$ cat src/hdl/multi_channel_uart_ring_buffers_defines.svh
// Assertion macros shared by the UART ring buffer block.
`ifndef MULTI_CHANNEL_UART_RING_BUFFERS_DEFINES_SVH
`define MULTI_CHANNEL_UART_RING_BUFFERS_DEFINES_SVH

// Same-cycle implication, disabled while reset is held.
`define MCURB_ASSERT_NOW(lbl, clk, rst_n, ante, cons, msg) \
    lbl: assert property (@(posedge clk) disable iff (!(rst_n)) (ante) |-> (cons)) \
        else $error(msg);

// Next-cycle implication, disabled while reset is held.
`define MCURB_ASSERT_NEXT(lbl, clk, rst_n, ante, cons, msg) \
    lbl: assert property (@(posedge clk) disable iff (!(rst_n)) (ante) |=> (cons)) \
        else $error(msg);

`endif

$ cat src/hdl/mcurb_pkg.sv
// Package: sizes, command codes and controller/datapath interface types.
`timescale 1ns / 1ps
package mcurb_pkg;

    localparam int NUM_CHANNELS = 4;
    localparam int RX_DEPTH     = 16;
    localparam int TX_DEPTH     = 16;

    // Field widths of a request and a result
    localparam int CMD_W   = 3;
    localparam int CHIN_W  = 3;
    localparam int BYTE_W  = 8;
    localparam int IN_W    = 16;
    localparam int OUT_W   = 24;

    // Derived widths
    localparam int CH_W   = (NUM_CHANNELS > 1) ? $clog2(NUM_CHANNELS) : 1;
    localparam int RX_IW  = $clog2(RX_DEPTH);
    localparam int TX_IW  = $clog2(TX_DEPTH);
    localparam int TXF_W  = $clog2(TX_DEPTH + 1);
    localparam int RX_AW  = CH_W + RX_IW;
    localparam int TX_AW  = CH_W + TX_IW;

    typedef enum logic [CMD_W-1:0] {
        CMD_READ_RX = 3'd0,
        CMD_PUT_TX  = 3'd1,
        CMD_LINE_RX = 3'd2,
        CMD_TX_DONE = 3'd3,
        CMD_CLEAR   = 3'd4,
        CMD_QUERY   = 3'd5
    } t_cmd;

    typedef enum logic [1:0] {
        S_IDLE,
        S_EXEC,
        S_READ,
        S_RESP
    } t_state;

    // Controller to datapath
    typedef struct packed {
        logic capture;
        logic exec;
        logic rd;
    } t_dp_cmd;

    // Datapath to controller
    typedef struct packed {
        logic need_read;
    } t_dp_sts;

    // Pre-increment with wrap at the ring depth
    function automatic logic [RX_IW-1:0] rx_inc(input logic [RX_IW-1:0] idx);
        rx_inc = (idx == RX_IW'(RX_DEPTH - 1)) ? '0 : idx + 1'b1;
    endfunction

    function automatic logic [TX_IW-1:0] tx_inc(input logic [TX_IW-1:0] idx);
        tx_inc = (idx == TX_IW'(TX_DEPTH - 1)) ? '0 : idx + 1'b1;
    endfunction

endpackage

$ cat src/hdl/mcurb_ctrl.sv
// Controller: sequences capture, ring update, memory read and result hand-off.
`timescale 1ns / 1ps
module mcurb_ctrl (
    input  logic              i_clk,
    input  logic              i_rst_n,
    input  logic              i_req_valid,
    output logic              o_req_ready,
    output logic              o_rsp_valid,
    input  logic              i_rsp_ready,
    output mcurb_pkg::t_dp_cmd o_cmd,
    input  mcurb_pkg::t_dp_sts i_sts
);
    import mcurb_pkg::*;

    t_state r_state;
    t_state n_state;

    // State register
    always_ff @(posedge i_clk) begin
        if (!i_rst_n) begin
            r_state <= S_IDLE;
        end else begin
            r_state <= n_state;
        end
    end

    // Next state and command outputs
    always_comb begin
        n_state     = r_state;
        o_req_ready = 1'b0;
        o_rsp_valid = 1'b0;
        o_cmd       = '0;
        unique case (r_state)
            S_IDLE: begin
                o_req_ready   = 1'b1;
                o_cmd.capture = i_req_valid;
                if (i_req_valid) n_state = S_EXEC;
            end
            S_EXEC: begin
                o_cmd.exec = 1'b1;
                n_state    = i_sts.need_read ? S_READ : S_RESP;
            end
            S_READ: begin
                o_cmd.rd = 1'b1;
                n_state  = S_RESP;
            end
            S_RESP: begin
                o_rsp_valid = 1'b1;
                if (i_rsp_ready) n_state = S_IDLE;
            end
            default: n_state = S_IDLE;
        endcase
    end

endmodule

$ cat src/hdl/mcurb_dp.sv
// Datapath: per-channel ring indices, ring memories and result registers.
`timescale 1ns / 1ps
module mcurb_dp (
    input  logic                      i_clk,
    input  logic                      i_rst_n,
    input  logic [mcurb_pkg::IN_W-1:0]  i_req_data,
    output logic [mcurb_pkg::OUT_W-1:0] o_rsp_data,
    input  mcurb_pkg::t_dp_cmd         i_cmd,
    output mcurb_pkg::t_dp_sts         o_sts
);
    import mcurb_pkg::*;

    // Captured request
    logic [CMD_W-1:0]  r_cmd;
    logic [CHIN_W-1:0] r_ch;
    logic [BYTE_W-1:0] r_data;
    logic              r_ferr;
    logic              r_perr;

    // Per-channel ring state
    logic [RX_IW-1:0] r_rx_wi [NUM_CHANNELS];
    logic [RX_IW-1:0] r_rx_ri [NUM_CHANNELS];
    logic [TX_IW-1:0] r_tx_wi [NUM_CHANNELS];
    logic [TX_IW-1:0] r_tx_ri [NUM_CHANNELS];
    logic [TXF_W-1:0] r_tx_fill [NUM_CHANNELS];
    logic             r_tx_busy [NUM_CHANNELS];

    // Ring memories
    logic [BYTE_W-1:0] r_rx_mem [2**RX_AW];
    logic [BYTE_W-1:0] r_tx_mem [2**TX_AW];

    // Result registers
    logic              r_acc;
    logic              r_rx_read;
    logic              r_send_valid;
    logic              r_rx_empty;
    logic              r_ovf;
    logic              r_sending;
    logic              r_rd_tx;
    logic [RX_AW-1:0]  r_rd_rx_addr;
    logic [TX_AW-1:0]  r_rd_tx_addr;
    logic [BYTE_W-1:0] r_rdata;

    logic [CH_W-1:0]  chi;
    logic             ch_ok;
    logic [RX_IW-1:0] n_rx_wi;
    logic [RX_IW-1:0] n_rx_ri;
    logic [TX_IW-1:0] n_tx_wi;
    logic [TX_IW-1:0] n_tx_ri;
    logic [TXF_W-1:0] n_tx_fill;
    logic             n_tx_busy;
    logic             n_acc;
    logic             n_rx_read;
    logic             n_send_valid;
    logic             n_ovf;
    logic             rx_we;
    logic             tx_we;
    logic [RX_IW-1:0] rx_nxt;

    assign chi   = r_ch[CH_W-1:0];
    assign ch_ok = ({1'b0, r_ch} < (CHIN_W + 1)'(NUM_CHANNELS));

    // Capture the request
    always_ff @(posedge i_clk) begin
        if (i_cmd.capture) begin
            r_cmd  <= i_req_data[2:0];
            r_ch   <= i_req_data[5:3];
            r_data <= i_req_data[13:6];
            r_ferr <= i_req_data[14];
            r_perr <= i_req_data[15];
        end
    end

    // Command decode and ring update for the selected channel
    always_comb begin
        n_rx_wi      = r_rx_wi[chi];
        n_rx_ri      = r_rx_ri[chi];
        n_tx_wi      = r_tx_wi[chi];
        n_tx_ri      = r_tx_ri[chi];
        n_tx_fill    = r_tx_fill[chi];
        n_tx_busy    = r_tx_busy[chi];
        n_acc        = 1'b0;
        n_rx_read    = 1'b0;
        n_send_valid = 1'b0;
        n_ovf        = 1'b0;
        rx_we        = 1'b0;
        tx_we        = 1'b0;
        rx_nxt       = rx_inc(r_rx_wi[chi]);
        unique case (r_cmd)
            CMD_READ_RX: begin
                if (n_rx_wi != n_rx_ri) begin
                    n_rx_ri   = rx_inc(n_rx_ri);
                    n_acc     = 1'b1;
                    n_rx_read = 1'b1;
                end
            end
            CMD_PUT_TX: begin
                if (n_tx_fill < TXF_W'(TX_DEPTH)) begin
                    n_tx_fill = n_tx_fill + 1'b1;
                    n_tx_wi   = tx_inc(n_tx_wi);
                    tx_we     = 1'b1;
                    n_acc     = 1'b1;
                end
                // Idle channel starts sending the head byte at once
                if (!n_tx_busy && (n_tx_fill != '0)) begin
                    n_tx_fill    = n_tx_fill - 1'b1;
                    n_tx_ri      = tx_inc(n_tx_ri);
                    n_send_valid = 1'b1;
                    n_tx_busy    = 1'b1;
                end
            end
            CMD_LINE_RX: begin
                if (!r_ferr && !r_perr) begin
                    if (rx_nxt == n_rx_ri) begin
                        n_ovf = 1'b1;
                    end else begin
                        n_rx_wi = rx_nxt;
                        rx_we   = 1'b1;
                        n_acc   = 1'b1;
                    end
                end
            end
            CMD_TX_DONE: begin
                if (n_tx_fill != '0) begin
                    n_tx_fill    = n_tx_fill - 1'b1;
                    n_tx_ri      = tx_inc(n_tx_ri);
                    n_send_valid = 1'b1;
                    n_tx_busy    = 1'b1;
                end else begin
                    n_tx_busy = 1'b0;
                end
            end
            CMD_CLEAR: begin
                n_rx_wi   = '0;
                n_rx_ri   = '0;
                n_tx_wi   = '0;
                n_tx_ri   = '0;
                n_tx_fill = '0;
                n_tx_busy = 1'b0;
            end
            default: ;
        endcase
    end

    assign o_sts.need_read = ch_ok && (n_rx_read || n_send_valid);

    // Channel state registers
    always_ff @(posedge i_clk) begin
        if (!i_rst_n) begin
            for (int i = 0; i < NUM_CHANNELS; i++) begin
                r_rx_wi[i]   <= '0;
                r_rx_ri[i]   <= '0;
                r_tx_wi[i]   <= '0;
                r_tx_ri[i]   <= '0;
                r_tx_fill[i] <= '0;
                r_tx_busy[i] <= 1'b0;
            end
        end else if (i_cmd.exec && ch_ok) begin
            r_rx_wi[chi]   <= n_rx_wi;
            r_rx_ri[chi]   <= n_rx_ri;
            r_tx_wi[chi]   <= n_tx_wi;
            r_tx_ri[chi]   <= n_tx_ri;
            r_tx_fill[chi] <= n_tx_fill;
            r_tx_busy[chi] <= n_tx_busy;
        end
    end

    // Ring memory writes
    always_ff @(posedge i_clk) begin
        if (i_cmd.exec && ch_ok && rx_we) r_rx_mem[{chi, n_rx_wi}] <= r_data;
        if (i_cmd.exec && ch_ok && tx_we) r_tx_mem[{chi, n_tx_wi}] <= r_data;
    end

    // Ring memory read, in the cycle after the update
    always_ff @(posedge i_clk) begin
        if (i_cmd.rd) begin
            r_rdata <= r_rd_tx ? r_tx_mem[r_rd_tx_addr] : r_rx_mem[r_rd_rx_addr];
        end
    end

    // Result fields; bad channel yields all zeros
    always_ff @(posedge i_clk) begin
        if (i_cmd.exec) begin
            r_acc        <= ch_ok && n_acc;
            r_rx_read    <= ch_ok && n_rx_read;
            r_send_valid <= ch_ok && n_send_valid;
            r_ovf        <= ch_ok && n_ovf;
            r_rx_empty   <= ch_ok && (n_rx_wi == n_rx_ri);
            r_sending    <= ch_ok && n_tx_busy;
            r_rd_tx      <= n_send_valid;
            r_rd_rx_addr <= {chi, n_rx_ri};
            r_rd_tx_addr <= {chi, n_tx_ri};
        end
    end

    // Pack the result
    always_comb begin
        o_rsp_data        = '0;
        o_rsp_data[0]     = r_acc;
        o_rsp_data[8:1]   = r_rx_read ? r_rdata : '0;
        o_rsp_data[9]     = r_send_valid;
        o_rsp_data[17:10] = r_send_valid ? r_rdata : '0;
        o_rsp_data[18]    = r_rx_empty;
        o_rsp_data[19]    = r_ovf;
        o_rsp_data[20]    = r_sending;
    end

endmodule

$ cat src/hdl/multi_channel_uart_ring_buffers.sv
// Multi-channel UART receive/transmit ring buffers, one request at a time.
// Each request is captured, then the ring indices are updated, then a ring byte
// is read when one is returned, and the result is then held until it is taken;
// a new request is taken only after the result has been handed off.
// Reset: synchronous active-low; clears all ring indices, fill counts and
// busy flags; ring contents are undefined until written.
`timescale 1ns / 1ps
`include "multi_channel_uart_ring_buffers_defines.svh"
module multi_channel_uart_ring_buffers (
    input  logic                        i_clk,
    input  logic                        i_rst_n,
    input  logic                        s_axis_tvalid,
    output logic                        s_axis_tready,
    // command[2:0], channel[5:3], data[13:6], frame_error[14], parity_error[15]
    input  logic [mcurb_pkg::IN_W-1:0]  s_axis_tdata,
    output logic                        m_axis_tvalid,
    input  logic                        m_axis_tready,
    // accepted[0], read_byte[8:1], send_valid[9], send_byte[17:10],
    // rx_is_empty[18], overflow[19], sending[20], zero[23:21]
    output logic [mcurb_pkg::OUT_W-1:0] m_axis_tdata
);
    import mcurb_pkg::*;

    t_dp_cmd dp_cmd;
    t_dp_sts dp_sts;

    mcurb_ctrl u_ctrl (
        .i_clk       (i_clk),
        .i_rst_n     (i_rst_n),
        .i_req_valid (s_axis_tvalid),
        .o_req_ready (s_axis_tready),
        .o_rsp_valid (m_axis_tvalid),
        .i_rsp_ready (m_axis_tready),
        .o_cmd       (dp_cmd),
        .i_sts       (dp_sts)
    );

    mcurb_dp u_dp (
        .i_clk      (i_clk),
        .i_rst_n    (i_rst_n),
        .i_req_data (s_axis_tdata),
        .o_rsp_data (m_axis_tdata),
        .i_cmd      (dp_cmd),
        .o_sts      (dp_sts)
    );

    // Checks
    `MCURB_ASSERT_NOW(a_one_in_flight, i_clk, i_rst_n, 1'b1, !(s_axis_tready && m_axis_tvalid), "request taken while result pending")
    `MCURB_ASSERT_NEXT(a_busy_after_req, i_clk, i_rst_n, s_axis_tvalid && s_axis_tready, !s_axis_tready && !m_axis_tvalid, "request not held for execution")
    `MCURB_ASSERT_NOW(a_send_busy, i_clk, i_rst_n, m_axis_tvalid && m_axis_tdata[9], m_axis_tdata[20], "byte sent on idle channel")
    `MCURB_ASSERT_NOW(a_ovf_drop, i_clk, i_rst_n, m_axis_tvalid && m_axis_tdata[19], !m_axis_tdata[0], "overflow byte reported stored")

endmodule

$ cat config.mk
export PLATFORM = sky130hd
export DESIGN_NAME = multi_channel_uart_ring_buffers
export DESIGN_NICKNAME = d
export VERILOG_FILES = /design/src/hdl/mcurb_pkg.sv /design/src/hdl/mcurb_ctrl.sv /design/src/hdl/mcurb_dp.sv /design/src/hdl/multi_channel_uart_ring_buffers.sv
export VERILOG_INCLUDE_DIRS = /design/src /design/src/hdl
export SDC_FILE = /design/constraint.sdc
export NUM_CORES = 1
export LEC_CHECK = 0
export BUFFER_PORTS_ARGS = -buffer_cell sky130_fd_sc_hd__buf_2
export CORE_ASPECT_RATIO = 2
export CORE_MARGIN = 2
export CORE_UTILIZATION = 50
export DETAILED_ROUTE_END_ITERATION = 10
export GPL_TIMING_DRIVEN = 0
export PLACE_DENSITY = 0.75
export SETUP_SLACK_MARGIN = 0.5
export SLEW_MARGIN = 10
export SYNTH_ARGS = -nofsm -noshare
export SYNTH_HDL_FRONTEND = slang
export SYNTH_SLANG_ARGS = --single-unit
$ cat constraint.sdc
create_clock -name i_clk -period 5.9 [get_ports i_clk]
set_clock_uncertainty 0.05 [all_clocks]
set_input_delay 1.77 -clock i_clk [delete_from_list [all_inputs] [get_ports i_clk]]
set_output_delay 1.77 -clock i_clk [all_outputs]
set_load 0.05 [all_outputs]
==> impl_results.md, run 1 <==
- Die Height: 435 µm
- # fillers: between 6000 and 7000
- Element type at the critical path end: register
- Max Fclk: ~180 MHz
- Yosys top cell area share: 74.2%
- CTS Root Cell: clkbuf_16
- R2r setup slk: 0.49 ns
- Ys async rst share: 0%
- Clock sinks: between 1000 and 1500
- Initial Util: 50.3%
- Slowest CP cell: nor2_1
- R2R depth: 9
- GP Congestion: between 0.8 and 0.9
- Period utilization: between 90% and 100%
- Post-DP HPWL: ~80000 µm
- Setup violators final: 0
- Post-place instance area: around 0.05 mm²
- Post-synth EDFFs: 1150
- Crit path buf inv count: 2
- Final Hold Fails: 0
- Clock buffer count from CTS: 91
- Cell area power density: about 460 mW/mm²
- Leak Pwr: around 16 nW
- Worst setup path class: reg -> reg
- Layout cells sized above 1: between 20% and 30%
- Total grt overflow: 0
- DRT Pass-1 Iters: 7
- # IOs: 46
- Htree depth: 3
- WP data arrival: between 5 and 6 ns
- Number of max-cap violations: 0
- Switching pwr: 0.00776 W
- Die W: roughly 220 µm
- Routed wire length: 111000 µm
- Die area: between 0.09 and 0.1 mm²
- CTS max path bufs: 3
- CTS clk-pin slew, worst paths: roughly 0.070 ns
- Largest net degree at the start of global routing: 34
- Hold path start: u_dp.r_rd_tx_addr[3]$_DFFE_PP_
- Register area share after synthesis: around 75%
- Status: complete, no violations
- DRC Markers: 0
- RSZ-0062 raised after global routing: yes
- Count leader, synth: edfxtp_1
- P_int: 0.0164 W
- Worst path most repeated cell: nor2_1
- Initial antenna violation count: 3
- Power share of the combinational group: between 30% and 40%
- Slew @ Worst Pin: between 1 and 1.5 ns
- Worst hold slack: 0.405 ns
- Reg2reg end: u_dp.r_tx_mem[44][0]$_DFFE_PP_
- Crit-path leading delay family: simple AND/OR/NAND/NOR gates
- DR WL/cell: roughly 30 µm
- GRT Resource Usage Total: between 20% and 30%
- Max_slew headroom: about a quarter
- Setup TNS: 0 ns
- Ys flop type: edfxtp_1
- First-pass GRT wire length: roughly 160000 µm
- Via density: 6.19
- Std-Cell Rows: about 160
- Vias in the first global route: around 24000
- Syn_area_per_cell: between 20 and 25 µm²
- FF+latch count, synth: 1167
- Crit path launch type: register
- Netlist cell types: 73
- Routed Antenna Nets: 0
- First DRT Iteration DRCs: ~2500
- Synth warn: 0
- Final critical-path required period: 5.41 ns
- Port buffer count: 42
- CTS tree: built
- Crit path max fanout: 10
- Crit-path cells: buf_4 > clkbuf_1 > mux4_2 > ha_1 > a22oi_1 > nor2_1 > a21oi_1 > nand4b_1 > nor2_1
- Pre-CTS WS: 0.457 ns
- Worst path depth: 9
- Syn Inst Count: approximately 2200
- Peak VDD IR: between 0.4 and 0.5 mV
- Final net count: ~2400
- CP max stage delay: 0.99 ns
- Worst min path class: reg -> reg
- Final instance area: roughly 0.052 mm²
- Pwr Total: ~0.024 W
- Synth area leaders: edfxtp_1 (74%), mux4_2 (17%), nor2_1 (1.8%)
- Crit path required time: approximately 6 ns
- Via count: between 20000 and 25000
- Final WS setup: about 0.49 ns
- Max Slew Vio Count: 0
- Sw frac: 32.1%
- WHS Path Cells: 1
- Clock latency on the worst-skew pair: about 0.7 ns
- Part of the power in registers: between 40% and 50%
- Clock share of power: about a quarter
- Most frequent cells after synthesis: edfxtp_1 (1150), mux4_2 (350), nor2_1 (217), clkbuf_1 (79), inv_1 (40)
- Mapped Area: 0.0465 mm²
- Synth area leader: edfxtp_1
- Area growth syn-to-layout: 12.2%
- Core area: around 0.093 mm²
-- state kept, by name, indices dropped and copies added (netlist names), 4 cells and up, named ones only --
register           cells
u_dp.r_rx_ri          16
u_dp.r_data            8
u_dp.r_rdata           8
u_dp.r_tx_ri          16
u_dp.r_rd_rx_addr      4
u_dp.r_tx_busy         4
u_dp.r_rx_wi          16
u_dp.r_tx_fill        20
u_dp.r_rx_mem        512
u_dp.r_tx_wi          16
u_dp.r_rd_tx_addr      6
u_dp.r_tx_mem        512
-- power by group through the flow --
stage	logic [W]	registers, W	clock network (W)
floorplan	0.00492	0.0102	0
global placement	0.00714	0.0106	0
detailed placement	0.00799	0.0101	0
CTS	0.00806	0.00993	0.00623
global route	0.00836	0.00995	0.00650
finish	0.00806	0.00993	0.00617
-- through the flow --
step,instances,utilization (%)
floorplan,2205,-
detailed placement,3489,53.2
global placement,3447,52.1
finish,3661,56.4
global route,3661,56.4
CTS,3656,56.4
-- how the worst max path moves through the flow --
stage                     slack, ns                              to  startpoint
after global routing           0.43  u_dp.r_tx_mem[44][0]$_DFFE_PP_    register
final                          0.49  u_dp.r_tx_mem[44][0]$_DFFE_PP_    register
after global placement         0.68   u_dp.r_tx_mem[0][3]$_DFFE_PP_    register
after floorplan                1.89  u_dp.r_rx_mem[44][0]$_DFFE_PP_    register
after CTS                      0.45  u_dp.r_tx_mem[48][6]$_DFFE_PP_    register
after detailed placement       0.46  u_dp.r_tx_mem[24][7]$_DFFE_PP_    register
-- metal layers --
layer | up-vias | share of wire [%] | GRT usage [%]
li1 | 9392 | - | -
met1 | 11900 | 31 | 24.6
met2 | 1099 | 56 | 43.8
met3 | 294 | 5.8 | 3.58
met4 | 2 | 7.4 | 15.5
met5 | - | 0.012 | 0
-- cells in the final DEF (no fill, tap or decap), types with 19 or more instances in the layout --
cell type     n
clkbuf_16    91
mux4_2      350
clkbuf_1     94
inv_1        40
buf_16       22
buf_8        20
clkinv_1     19
mux2i_1      38
buf_1        28
and2_1       22
edfxtp_1   1150
nor2_1      211
buf_2        47
nand2_1      37
-- logic make-up (layout without fill, tap and decap cells) --
logic type                 after synthesis  after routing  share of synthesized area (%)
adders and majority gates               13             13                          0.350
muxes                                  399            399                           18.0
other                                    1              4                        0.00806
xor gates and xnor gates                20             20                          0.406
DFF                                   1167           1167                           75.0
buffers and inverters                  166            421                           1.49
and+or+nand+nor                        360            360                           3.54
AOI/OAI and AO/OA                       77             77                           1.21
-- repair_timing --
action / in CTS / in global routing
pin swaps: 0 / 1
hold buffers: 0 / 0
buffers inserted: 0 / 4
endpoints found under the setup margin: 29 / 167
resized for setup: 1 / 5
-- final cells by class --
type	instances	area (µm²)	area share [%]
Timing Repair Buffer	88	1150	2.20
Inverter	41	154	0.295
Sequential cell	1167	34900	66.8
Clock inverter	60	622	1.19
Tap cell	1200	1500	2.88
Buffer	125	541	1.04
Clock buffer	107	2340	4.48
Multi-Input combinational cell	872	11000	21.1
Antenna cell	1	2.50	0.00479
(Power assumes the default switching activity.)
==> inputs of run 2 (changes only) <==
==> constraint.sdc (replaced) <==
create_clock -name i_clk -period 5.9 [get_ports i_clk]
set_clock_uncertainty 0.05 [all_clocks]
set_input_delay 0.59 -clock i_clk [delete_from_list [all_inputs] [get_ports i_clk]]
set_output_delay 0.59 -clock i_clk [all_outputs]
set_load 0.05 [all_outputs]
==> impl_results.md, run 2 (synthesis results as in run 1) <==
- Switching pwr: 0.00779 W
- Peak VDD IR: a little under 0.5 mV
- P_int: 0.0164 W
- Htree depth: 3
- Status: complete, no violations
- Die area: 0.0956 mm²
- Final Hold Fails: 0
- DRT Pass-1 Iters: 5
- Clock buffer count from CTS: slightly above 90
- Placed Cells incl. Taps: around 3500
- Die Height: around 440 µm
- Final instance area: 0.0523 mm²
- CTS Root Cell: clkbuf_16
- Clock latency on the worst-skew pair: about 0.71 ns
- Max Fclk: roughly 180 MHz
- Max Slew Vio Count: 0
- Period utilization: just over 90%
- Setup TNS: 0 ns
- Core area: ~0.093 mm²
- Leak Pwr: between 15 and 20 nW
- Crit path max fanout: 10
- Max_slew headroom: ~17%
- Regs by FF count: u_dp.r_rx_mem x512, u_dp.r_tx_mem x512, u_dp.r_tx_fill x20
- Area growth syn-to-layout: 12.5%
- Layout cells sized above 1: 25.3%
- R2R depth: 10
- Clock share of power: between 20% and 30%
- Via count: between 20000 and 25000
- RSZ-0062 raised after global routing: yes
- First-pass GRT wire length: approximately 160000 µm
- Worst setup path class: reg -> reg
- Largest net degree at the start of global routing: 34
- R2r setup slk: 0.47 ns
- Commonest non-fill, non-tap cell in the layout: edfxtp_1
- CTS tree: built
- Commonest cells after routing, fill and taps aside: edfxtp_1 (1150), mux4_2 (350), nor2_1 (211), clkbuf_1 (95), clkbuf_16 (91)
- Crit path required time: 6.17 ns
- Initial antenna violation count: 3
- Clock sinks: between 1000 and 1500
- DRC Markers: 0
- Final critical-path required period: 5.43 ns
- GRT Resource Usage Total: 23.9%
- Final net count: around 2400
- Port buffer count: 42
- Post-place instance area: about 0.05 mm²
- # IOs: between 40 and 50
- Vias in the first global route: roughly 24000
- First DRT Iteration DRCs: 2569
- Setup violators final: 0
- Power share of the combinational group: approximately 33%
- Number of max-cap violations: 0
- CTS max path bufs: 3
- Worst min path class: in -> reg
- Std-Cell Rows: 158
- Number of cells in the finished layout apart from fillers: ~3700
- Initial Util: between 50 and 60%
- Total grt overflow: 0
- Routed Antenna Nets: 0
- Final Util: 56.6%
- Reg2reg end: u_dp.r_tx_mem[10][5]$_DFFE_PP_
- Cell area power density: 462 mW/mm²
- Via density: 6.23
- # fillers: 6726
- Critical Path Sink: u_dp.r_tx_mem[10][5]$_DFFE_PP_
- CTS clk-pin slew, worst paths: approximately 0.07 ns
- Worst hold slack: 0.0478 ns
- Element type at the critical path end: register
- Slew @ Worst Pin: around 1.2 ns
- Part of the power in registers: 41.0%
- WP data arrival: around 5.7 ns
- Post-DP HPWL: between 80000 and 90000 µm
- GP Congestion: 0.874
- DR WL/cell: 30.4 µm
- Crit path launch type: register
- Routed wire length: 112000 µm
- Die W: 220 µm
- Sw frac: about a third
-- run 2: cell count changes in the layout (fill, tap and decap cells not counted) --
cell           delta
clkbuf_1          +1
clkbuf_2          -1
diode_2           +1
dlygate4sd3_1    +14
-- run 2: routing by layer --
metal | GRT usage (%) | up-vias | wire length, µm
met5 | 0 | - | 0
met4 | 15.6 | 0 | 8150
met3 | 3.56 | 292 | 6350
met2 | 44.1 | 1121 | 62300
met1 | 24.6 | 12100 | 34900
li1 | - | 9422 | -
-- run 2: worst min-delay path by stage --
stage / from / depth (start not counted) / to / slack (ns)
6_report: s_axis_tdata[14] / 1 / u_dp.r_ferr$_DFFE_PP_ / 0.05
5_1_grt: s_axis_tdata[14] / 1 / u_dp.r_ferr$_DFFE_PP_ / 0.03
4_1_cts: s_axis_tdata[14] / 1 / u_dp.r_ferr$_DFFE_PP_ / 0.01
3_5_place_dp: u_dp.r_tx_busy[1]$_DFF_P_ / 2 / u_dp.r_tx_busy[1]$_DFF_P_ / 0.41
3_3_place_gp: u_dp.r_tx_busy[2]$_DFF_P_ / 2 / u_dp.r_tx_busy[2]$_DFF_P_ / 0.39
2_1_floorplan: u_dp.r_tx_busy[1]$_DFF_P_ / 2 / u_dp.r_tx_busy[1]$_DFF_P_ / 0.38
-- run 2: final cells by class --
class | count | area [µm²] | share of cell area [%]
clock buffer | 107 | 2340 | 4.47
inverter | 41 | 154 | 0.294
sequential | 1167 | 34900 | 66.6
multi-input combinational | 872 | 11000 | 21.0
clock inverter | 60 | 622 | 1.19
buffer | 125 | 539 | 1.03
antenna | 2 | 5.00 | 0.00956
timing repair buffer | 102 | 1290 | 2.46
tap | 1200 | 1500 | 2.87
-- run 2: what timing repair did --
item                                    in CTS  in global routing
pin swaps                                    0                  1
endpoints found under the setup margin      29                175
buffers inserted                             0                  4
gates resized for setup                      1                  5
hold endpoints to repair                    14                  0
hold buffers                                14                  0
-- run 2: stage by stage --
step / total power (W) / worst slack, ns
final: 0.0242 / 0.470
after global routing: 0.0248 / 0.403
after CTS: 0.0242 / 0.455
after detailed placement: 0.0181 / 0.457
after global placement: 0.0177 / 0.679
after floorplan: 0.0152 / 1.89
-- run 2: power by group through the flow --
stage / logic [W] / registers [W] / clock network, W
global placement: 0.00714 / 0.0106 / 0
floorplan: 0.00492 / 0.0102 / 0
detailed placement: 0.00799 / 0.0101 / 0
finish: 0.00809 / 0.00993 / 0.00618
global route: 0.00837 / 0.00995 / 0.00650
CTS: 0.00807 / 0.00993 / 0.00623
-- run 2: worst max-delay path, stage by stage, from the launching register on --
cell	delay (ns)
dfxtp_1	0.56
buf_4	0.29
clkbuf_1	0.62
mux4_2	0.46
ha_1	0.24
nand3_1	0.10
a22oi_1	0.17
nor2_1	0.07
a21oi_1	0.52
nand4b_1	0.95
nor2_1	1.00
